--- src/rtl/core/cpu_addressing_mode_unit_defines.svh ---
// Assertion macros for the CPU addressing mode unit.
// Included by modules that check their own control logic; needs clk_i and rst_ni in scope.
`ifndef CPU_ADDRESSING_MODE_UNIT_DEFINES_SVH
`define CPU_ADDRESSING_MODE_UNIT_DEFINES_SVH

// Check a same-cycle implication, disabled while reset is asserted.
`define CAM_ASSERT_NOW(label, ante, cons) \
  label: assert property (@(posedge clk_i) disable iff (!rst_ni) (ante) |-> (cons)) \
    else $error("addressing unit check failed");

// Check an implication in the next cycle, disabled while reset is asserted.
`define CAM_ASSERT_NEXT(label, ante, cons) \
  label: assert property (@(posedge clk_i) disable iff (!rst_ni) (ante) |=> (cons)) \
    else $error("addressing unit sequencing check failed");

`endif

--- src/rtl/core/cam_pkg.sv ---
// Shared types and constants for the CPU addressing mode unit.
// No dependencies; imported by cam_calc and cpu_addressing_mode_unit.
`default_nettype none

package cam_pkg;

  // Addressing mode codes
  typedef enum logic [3:0] {
    MODE_ACC  = 4'd0,
    MODE_ABS  = 4'd1,
    MODE_ABSX = 4'd2,
    MODE_ABSY = 4'd3,
    MODE_IMM  = 4'd4,
    MODE_IMPL = 4'd5,
    MODE_IND  = 4'd6,
    MODE_INDX = 4'd7,
    MODE_INDY = 4'd8,
    MODE_REL  = 4'd9,
    MODE_ZP   = 4'd10,
    MODE_ZPX  = 4'd11,
    MODE_ZPY  = 4'd12
  } mode_e;

  // Fixed cycle counts
  localparam logic [3:0] CYC_ACC  = 4'd2;
  localparam logic [3:0] CYC_IMM  = 4'd2;
  localparam logic [3:0] CYC_INDX = 4'd6;
  localparam logic [3:0] CYC_ZPY  = 4'd4;
  localparam logic [3:0] CYC_REL  = 4'd3;

  // Last byte of a page, used by the indirect jump wrap
  localparam logic [7:0] PAGE_LAST = 8'hFF;

  // Request fields as captured at acceptance
  typedef struct packed {
    logic [3:0]  action;
    logic [15:0] pc;
    logic [7:0]  x_index;
    logic [7:0]  y_index;
    logic [7:0]  operand_low;
    logic [7:0]  operand_high;
    logic [7:0]  pointer_low_byte;
    logic [7:0]  pointer_high_byte;
    logic [2:0]  base_cycles;
    logic        page_penalty_enable;
  } req_t;

  // Result fields
  typedef struct packed {
    logic [15:0] effective_address;
    logic [15:0] next_pc;
    logic [3:0]  cycle_count;
    logic        page_crossed;
    logic        is_accumulator;
    logic [15:0] pointer_low_addr;
    logic [15:0] pointer_high_addr;
  } res_t;

endpackage

`default_nettype wire

--- src/rtl/core/cpu_addressing_mode_unit.sv ---
// Addressing mode unit: each accepted request passes through the request register,
// then the result register, and its result shows with done_o.
// Throughput one request per clock; busy_o stays low, so start_i may be held high.
// Results show for exactly one cycle with done_o and are never held off.
// Reset (rst_ni low, asynchronous) drops any request in flight; payload is not reset.
`default_nettype none

module cpu_addressing_mode_unit (
  input  logic        clk_i,
  input  logic        rst_ni,
  input  logic        start_i,
  output logic        busy_o,
  input  logic [3:0]  action_i,
  input  logic [15:0] pc_i,
  input  logic [7:0]  x_index_i,
  input  logic [7:0]  y_index_i,
  input  logic [7:0]  operand_low_i,
  input  logic [7:0]  operand_high_i,
  input  logic [7:0]  pointer_low_byte_i,
  input  logic [7:0]  pointer_high_byte_i,
  input  logic [2:0]  base_cycles_i,
  input  logic        page_penalty_enable_i,
  output logic        done_o,
  output logic [15:0] effective_address_o,
  output logic [15:0] next_pc_o,
  output logic [3:0]  cycle_count_o,
  output logic        page_crossed_o,
  output logic        is_accumulator_o,
  output logic [15:0] pointer_low_addr_o,
  output logic [15:0] pointer_high_addr_o
);
  import cam_pkg::*;
  `include "cpu_addressing_mode_unit_defines.svh"

  req_t req_q;
  logic req_valid_q;
  res_t res_d;
  res_t res_q;
  logic done_q;
  logic accept;

  // Accept every cycle; nothing downstream can stall
  assign busy_o = 1'b0;
  assign accept = start_i & ~busy_o;

  // Track which pipeline slots hold a request
  always_ff @(posedge clk_i or negedge rst_ni) begin
    if (!rst_ni) begin
      req_valid_q <= 1'b0;
      done_q      <= 1'b0;
    end else begin
      req_valid_q <= accept;
      done_q      <= req_valid_q;
    end
  end

  // Capture the request fields
  always_ff @(posedge clk_i) begin
    if (accept) begin
      req_q.action              <= action_i;
      req_q.pc                  <= pc_i;
      req_q.x_index             <= x_index_i;
      req_q.y_index             <= y_index_i;
      req_q.operand_low         <= operand_low_i;
      req_q.operand_high        <= operand_high_i;
      req_q.pointer_low_byte    <= pointer_low_byte_i;
      req_q.pointer_high_byte   <= pointer_high_byte_i;
      req_q.base_cycles         <= base_cycles_i;
      req_q.page_penalty_enable <= page_penalty_enable_i;
    end
  end

  cam_calc u_calc (
    .req_i (req_q),
    .res_o (res_d)
  );

  // Hold the result for its strobe cycle
  always_ff @(posedge clk_i) begin
    if (req_valid_q) begin
      res_q <= res_d;
    end
  end

  assign done_o              = done_q;
  assign effective_address_o = res_q.effective_address;
  assign next_pc_o           = res_q.next_pc;
  assign cycle_count_o       = res_q.cycle_count;
  assign page_crossed_o      = res_q.page_crossed;
  assign is_accumulator_o    = res_q.is_accumulator;
  assign pointer_low_addr_o  = res_q.pointer_low_addr;
  assign pointer_high_addr_o = res_q.pointer_high_addr;

  `CAM_ASSERT_NEXT(a_req_to_done, req_valid_q, done_o)
  `CAM_ASSERT_NOW(a_done_has_src, done_o, $past(req_valid_q))
  `CAM_ASSERT_NOW(a_acc_no_mem, done_o && is_accumulator_o,
    effective_address_o == 16'h0000 && pointer_low_addr_o == 16'h0000 && !page_crossed_o)
  `CAM_ASSERT_NOW(a_acc_cycles, done_o && is_accumulator_o, cycle_count_o == CYC_ACC)
  `CAM_ASSERT_NOW(a_cycle_bound, done_o, cycle_count_o <= 4'd8)

endmodule

`default_nettype wire

--- src/rtl/core/cam_calc.sv ---
// Combinational address generation for one registered request.
// Depends on cam_pkg for the mode codes, request and result structs.
`default_nettype none

module cam_calc (
  input  cam_pkg::req_t req_i,
  output cam_pkg::res_t res_o
);
  import cam_pkg::*;

  logic [15:0] abs_addr;
  logic [15:0] ptr_val;
  logic [15:0] pc_one;
  logic [15:0] pc_two;
  logic [15:0] abs_idx;
  logic [15:0] ptr_idx;
  logic [15:0] rel_tgt;
  logic [7:0]  zp_x;
  logic [7:0]  zp_y;
  logic [7:0]  zp_x1;
  logic [7:0]  lo_1;
  logic [3:0]  base4;
  logic        abs_cross;
  logic        ptr_cross;
  logic        rel_cross;

  // Form the shared sums
  always_comb begin
    abs_addr  = {req_i.operand_high, req_i.operand_low};
    ptr_val   = {req_i.pointer_high_byte, req_i.pointer_low_byte};
    pc_one    = req_i.pc + 16'd1;
    pc_two    = req_i.pc + 16'd2;
    abs_idx   = abs_addr + {8'h00,
                 (mode_e'(req_i.action) == MODE_ABSX) ? req_i.x_index : req_i.y_index};
    ptr_idx   = ptr_val + {8'h00, req_i.y_index};
    rel_tgt   = pc_one + {{8{req_i.operand_low[7]}}, req_i.operand_low};
    zp_x      = req_i.operand_low + req_i.x_index;
    zp_y      = req_i.operand_low + req_i.y_index;
    zp_x1     = zp_x + 8'd1;
    lo_1      = req_i.operand_low + 8'd1;
    base4     = {1'b0, req_i.base_cycles};
    abs_cross = abs_idx[15:8] != req_i.operand_high;
    ptr_cross = ptr_idx[15:8] != req_i.pointer_high_byte;
    rel_cross = rel_tgt[15:8] != pc_one[15:8];
  end

  // Select the result by mode; unused codes answer as implied
  always_comb begin
    res_o.effective_address = 16'h0000;
    res_o.next_pc           = req_i.pc;
    res_o.cycle_count       = base4;
    res_o.page_crossed      = 1'b0;
    res_o.is_accumulator    = 1'b0;
    res_o.pointer_low_addr  = 16'h0000;
    res_o.pointer_high_addr = 16'h0000;
    unique case (mode_e'(req_i.action))
      MODE_ACC: begin
        res_o.is_accumulator = 1'b1;
        res_o.cycle_count    = CYC_ACC;
      end
      MODE_ABS: begin
        res_o.effective_address = abs_addr;
        res_o.next_pc           = pc_two;
      end
      MODE_ABSX, MODE_ABSY: begin
        res_o.effective_address = abs_idx;
        res_o.page_crossed      = abs_cross;
        res_o.cycle_count       = base4 + {3'd0, abs_cross & req_i.page_penalty_enable};
        res_o.next_pc           = pc_two;
      end
      MODE_IMM: begin
        res_o.effective_address = req_i.pc;
        res_o.next_pc           = pc_one;
        res_o.cycle_count       = CYC_IMM;
      end
      MODE_IMPL: begin
        res_o.next_pc = req_i.pc;
      end
      MODE_IND: begin
        // Pointer on the last byte of a page wraps to that page's start
        res_o.pointer_low_addr  = abs_addr;
        res_o.pointer_high_addr = (req_i.operand_low == PAGE_LAST) ?
                                  {req_i.operand_high, 8'h00} : abs_addr + 16'd1;
        res_o.effective_address = ptr_val;
        res_o.next_pc           = pc_two;
      end
      MODE_INDX: begin
        res_o.pointer_low_addr  = {8'h00, zp_x};
        res_o.pointer_high_addr = {8'h00, zp_x1};
        res_o.effective_address = ptr_val;
        res_o.next_pc           = pc_one;
        res_o.cycle_count       = CYC_INDX;
      end
      MODE_INDY: begin
        res_o.pointer_low_addr  = {8'h00, req_i.operand_low};
        res_o.pointer_high_addr = {8'h00, lo_1};
        res_o.effective_address = ptr_idx;
        res_o.page_crossed      = ptr_cross;
        res_o.cycle_count       = base4 + {3'd0, ptr_cross & req_i.page_penalty_enable};
        res_o.next_pc           = pc_one;
      end
      MODE_REL: begin
        // Branch taken; page test against the address after the offset byte
        res_o.effective_address = rel_tgt;
        res_o.page_crossed      = rel_cross;
        res_o.cycle_count       = CYC_REL + {3'd0, rel_cross};
        res_o.next_pc           = pc_one;
      end
      MODE_ZP: begin
        res_o.effective_address = {8'h00, req_i.operand_low};
        res_o.next_pc           = pc_one;
      end
      MODE_ZPX: begin
        res_o.effective_address = {8'h00, zp_x};
        res_o.next_pc           = pc_one;
      end
      MODE_ZPY: begin
        res_o.effective_address = {8'h00, zp_y};
        res_o.next_pc           = pc_one;
        res_o.cycle_count       = CYC_ZPY;
      end
      default: begin
        res_o.next_pc = req_i.pc;
      end
    endcase
  end

endmodule

`default_nettype wire
--- config.mk ---
export PLATFORM = sky130hd
export DESIGN_NAME = cpu_addressing_mode_unit
export DESIGN_NICKNAME = d
export VERILOG_FILES = /design/src/rtl/core/cam_pkg.sv /design/src/rtl/core/cpu_addressing_mode_unit.sv /design/src/rtl/core/cam_calc.sv
export VERILOG_INCLUDE_DIRS = /design/src /design/src/rtl/core
export SDC_FILE = /design/constraint.sdc
export NUM_CORES = 1
export LEC_CHECK = 0
export ABC_AREA = 1
export BUFFER_PORTS_ARGS = -buffer_cell sky130_fd_sc_hd__clkbuf_2
export CORE_ASPECT_RATIO = 1.4
export CORE_MARGIN = 5
export CORE_UTILIZATION = 45
export CTS_BUF_LIST = sky130_fd_sc_hd__clkbuf_16
export DETAILED_ROUTE_END_ITERATION = 7
export PLACE_DENSITY = 0.72
export REMOVE_ABC_BUFFERS = 1
export SKIP_CTS_REPAIR_TIMING = 1
export SLEW_MARGIN = 10
export SYNTH_ARGS = -nofsm -noshare
export SYNTH_HDL_FRONTEND = slang
export SYNTH_HIERARCHICAL = 1
export SYNTH_SLANG_ARGS = --single-unit
--- constraint.sdc ---
create_clock -name clk_i -period 3.7 [get_ports clk_i]
set_input_delay 0 -clock clk_i [delete_from_list [all_inputs] [get_ports clk_i]]
set_output_delay 0 -clock clk_i [all_outputs]
set_load 0.03 [all_outputs]
# After elaboration in Yosys (flattened, before gate mapping)
# Cells that the tools add are included.
word_totals:
  regBits: 144
  input_bits: 75
  out_inout_bits: 72
  elab_cells: 63
op_classes:
  n_addsub: 13
  eq_ne: 15
  mux: 8
  bitwise: 2
  reduce_logical: 6
ops:
  columns: ["cell", "n"]
  rows:
  - ["$pmux 16 s9", 1]
  - ["$pmux 32 s3", 1]
  - ["$add 16x1->16 const B", 2]
  - ["$add 16x8->16", 2]
  - ["$pmux 16 s2", 1]
  - ["$ne 8x8->1", 3]
  - ["$pmux 4 s6", 1]
  - ["$eq 4x4->1 const B", 5]
  - ["$add 16x16->16", 1]
  - ["$add 16x2->16 const B", 1]
  - ["$add 8x1->8 const B", 2]
  - ["$add 8x8->8", 2]
  - ["$mux 16", 1]
  - ["$eq 4x3->1 const B", 3]
  - ["$add 3x1->4", 2]
  - ["$eq 4x2->1 const B", 2]
  - ["$eq 8x8->1 const B", 1]
  - ["$mux 8", 1]
  - ["$reduce_or 7->1", 1]
  - ["$reduce_or 2->1", 3]
  - ["$eq 4x1->1 const B", 1]
  - ["$logic_not 4->1", 1]
  - ["$reduce_or 4->1", 1]
  - ["$add 2x1->3 const A", 1]
  - ["other kinds (3)", 4]

# Longest topological paths before layout
depth:
  word_depth: 7
  ltp_mapped: 23
  ltp_nobuf: 23

# By module
# The synthesis kept the hierarchy.
by_module_without_submodules:
  columns: ["module", "n_inst", "cells_each", "area_per_inst_um2", "seq_area_each_um2"]
  rows:
  - ["cam_calc", 1, 954, 5091.1, 0.0]
  - ["cpu_addressing_mode_unit", 1, 146, 4325.4, 4314.1]

# Worst setup path before layout
# No wires, ideal clock.
synth_path:
  kind: "reg-to-reg"
  from: "register req_q[71] (netlist bit)"
  to: "register res_q (netlist bit cycle_count_o[2]), data pin"
  setup_time_ns: 0.256
  arrival_time_ns: 3.129
  required_ns: 3.444
  setup_slack_ns: 0.315
  stages_incl_launch_ff: 20
  path_buffers: 0
  synth_period_minus_slack_ns: 3.385
  path_cell_list: "edfxtp_1 nor2_1 nand2_1 mux2_2 ha_1 inv_1 fa_1 inv_1 a21oi_1 o21ai_0 inv_1 nand2_1 nand2_1 a21boi_0 ha_1 ha_1 xnor2_1 o2111ai_1 inv_1 a21oi_1"
synth_lines:
  columns: ["item", "line", "text"]
  rows:
  - ["from (decl)", "cpu_addressing_mode_unit.sv:35", "req_t req_q;"]
  - ["to (signal assigned)", "cpu_addressing_mode_unit.sv:81", "res_q <= res_d;"]
  - ["to (decl)", "cpu_addressing_mode_unit.sv:38", "res_t res_q;"]

==> metrics.md <==
| Metric | Value |
|---|---|
| Status | `completed` |
| Vias/cell | `about 5.6` |
| Min setup slack post-route | `0.175 ns` |
| Die width | `132 um` |
| Area growth syn-to-layout | `27.2%` |
| Final GP Congestion | `between 0.9 and 1` |
| Worst skew pair latency | `0.43 ns` |
| Routed wire length | `30200 um` |
| CP Max Fanout | `9` |
| DR vias | `9111` |
| Average wire per standard cell | `between 15 and 20 um` |
| Overall Power | `5.46 mW` |
| Core area | `between 20000 and 25000 sq um` |
| Drt first-iter violations | `between 1000 and 1500` |
| Clock buffer depth | `2` |
| Post-route cell area | `about 12000 sq um` |
| Lkg Pwr | `~5.5 nW` |
| Starting Density | `between 40% and 50%` |
| Clock root cell | `clkbuf_16` |
| H-tree depth | `4` |
| Critical path launch point | `req_q[70]$_DFFE_PP_` |
| Chip height | `around 180 um` |
| CTS tree | `done` |
| Placed cells | `1514` |
| Fin. Hold Viols | `0` |
| CTS buffer count | `17` |
| Hpwl dp | `approximately 23000 um` |
| Syn avg cell area | `between 8 and 9 sq um` |
| ANT cells | `0` |
| Final slew viol count | `0` |
| Largest net degree at the start of global routing | `74` |
| Slew HR | `29.6%` |
| First-pass GRT wire length | `between 40000 and 50000 um` |
| Post-route clock period utilization | `around 95%` |
| Area of placed instances | `about 11000 sq um` |
| Max-Cap Viols | `0` |
| Io pins | `147` |
| Initial antenna violation count | `0` |
| Distinct cells, synth | `53` |
| Sequential area share after synthesis | `45.8%` |
| Yosys reg bits | `roughly 140` |
| Min-Delay Startpoint | `start_i` |
| Pwr dens | `between 400 and 500 nW/um^2` |
| Hold WC Path Type | `primary input to flip-flop` |
| Final nets | `around 1500` |
| Post-synth top flop | `edfxtp_1` |
| Critical Path AT | `roughly 3.7 ns` |
| Storage element area | `between 4000 and 5000 sq um` |
| Peak Freq | `approximately 0.28 GHz` |
| Total congestion overflow | `0` |
| Die area | `about 24000 sq um` |
| Clock period minus worst slack | `around 3.5 ns` |
| Number of global-route vias before repair | `between 8000 and 9000` |
| Final ANT Viol Nets | `0` |
| Clock skew | `around 0.0085 ns` |
| Critical Path RT | `roughly 3.9 ns` |
| Gate Count Post-Synth | `between 1000 and 1500` |
| Share of cells above drive strength 1 | `around 18%` |
| Core Rows | `between 60 and 70` |
| VDD IR max | `between 400 and 500 uV` |
| Number of fill cells in the layout | `between 1500 and 2000` |
| Setup violators final | `0` |
| Worst setup EP type | `flip-flop` |
| CTS sink count | `between 100 and 150` |
| DRC viols | `0` |
| Setup TNS | `0 ns` |
| Setup WS pre-CTS | `0.0914 ns` |
| Post-synth EDFFs | `142` |
| Slew @ Worst Pin | `1.06 ns` |
| Worst r2r src | `req_q[70]$_DFFE_PP_` |
| Ys Warns | `6` |
| All-layer global routing usage | `a little under a quarter` |
| Pre-antenna DRT Iters | `8` |
| Multi-input gate area | `~4400 sq um` |
| Startpoint types | `flip-flop` |
| Ys async rst share | `~1.4%` |
| Synthesized area | `9420 sq um` |
| Non-Filler Instances | `about 1600` |
| Critical path type | `flip-flop to flip-flop` |
| IO Port Bufs | `around 150` |
| CTS clock-pin slew for the worst setup and hold paths | `0.06 ns` |
final cells by class:
class	count	area share, %
clock buffers	17	3.55
clock inverters	15	1.62
inverters	165	5.17
multi-input cells	777	37.0
flip-flops and latches	144	36.0
well taps	256	2.68
repair buffers	246	14.0
critical path, cell delays in order (launching register included):
cell       delay [ns]
edfxtp_1         0.43
nor2_2           0.23
nand2_4          0.13
mux2_2           0.30
ha_1             0.34
a21oi_1          0.23
o21ai_0          0.10
a21oi_1          0.22
o21ai_1          0.13
inv_1            0.09
nand2_1          0.07
nand2_1          0.06
a21boi_0         0.09
ha_1             0.20
ha_1             0.19
xnor2_1          0.19
o2111ai_1        0.13
inv_1            0.08
a21oi_1          0.06
cell usage in the layout (no fill, tap or decap), types with 9 or more instances in the layout:
master | netlist | layout
edfxtp_1 | 142 | 142
dlygate4sd3_1 | 0 | 74
ha_1 | 53 | 52
nand2_1 | 253 | 252
nor2_1 | 83 | 82
a21oi_1 | 61 | 61
inv_1 | 159 | 160
buf_4 | 3 | 28
o221ai_1 | 9 | 9
xor2_1 | 23 | 23
o21ai_0 | 54 | 53
nand4_1 | 24 | 24
o22ai_1 | 19 | 19
clkbuf_16 | 0 | 17
nor3_1 | 11 | 10
clkbuf_2 | 0 | 144
nand3_1 | 86 | 86
power breakdown:
part	leakage (nW)	internal [mW]	total (mW)	switching [mW]
Clock	0.296	1.12	1.81	0.686
Sequential	1.40	1.99	2.10	0.111
Combinational	3.80	0.530	1.55	1.02
layer usage:
metal	share of wire (%)	GRT usage, %	vias up
li1	-	-	4300
met1	35	24.8	4258
met2	53	43.1	445
met3	6.2	4.51	108
met4	6.4	15.8	0
met5	0	0	-
synth_stat cells, drive strengths merged, types with 8 or more instances:
master / count / area, sq um
a21oi: 63 / 323
buf: 9 / 58.8
edfxtp: 142 / 4260
ha: 53 / 663
inv: 164 / 616
nand2: 256 / 968
nand3: 87 / 440
nand4: 24 / 150
nor2: 91 / 380
nor3: 13 / 81.3
o211ai: 8 / 60.1
o21ai: 59 / 299
o221ai: 9 / 78.8
o22ai: 19 / 119
xnor2: 8 / 70.1
xor2: 23 / 201
logic make-up after synthesis:
family	synth area share, %
xor+xnor	2.88
flops	45.8
buf+inv	7.40
compound gates	12.3
mux	0.837
other cells	0.0398
simple gates	22.6
fa+ha+maj	8.11
through the flow:
stage,hold WS [ns],utilization (%)
after global routing,0.171,58.2
after CTS,-0.680,54.5
after detailed placement,-0.213,51.5
after floorplan,-0.296,-
after global placement,-0.215,51.5
final,0.166,58.2
flip-flops by register name, summed over array words and instances, names as in the netlist:
| signal | count |
|---|---|
| req_q | 72 |
| effective_address_o | 16 |
| next_pc_o | 16 |
| pointer_high_addr_o | 16 |
| pointer_low_addr_o | 16 |
| cycle_count_o | 4 |
| done_o | 1 |
| is_accumulator_o | 1 |
| page_crossed_o | 1 |
| req_valid_q | 1 |
path summary, 6_finish.rpt:
kind	slack (ns)	cells after the start	endpoint
max	0.17	18	cycle_count_o[2]$_DFFE_PP_
min	0.17	1	req_valid_q$_DFF_PN0_
max reg2reg	0.17	18	cycle_count_o[2]$_DFFE_PP_
min reg2reg	0.65	1	is_accumulator_o$_DFFE_PP_
max in group asynchronous	3.10	3	req_valid_q$_DFF_PN0_
min in group asynchronous	0.46	3	done_o$_DFF_PN0_
Power figures use the tool's default switching activity.
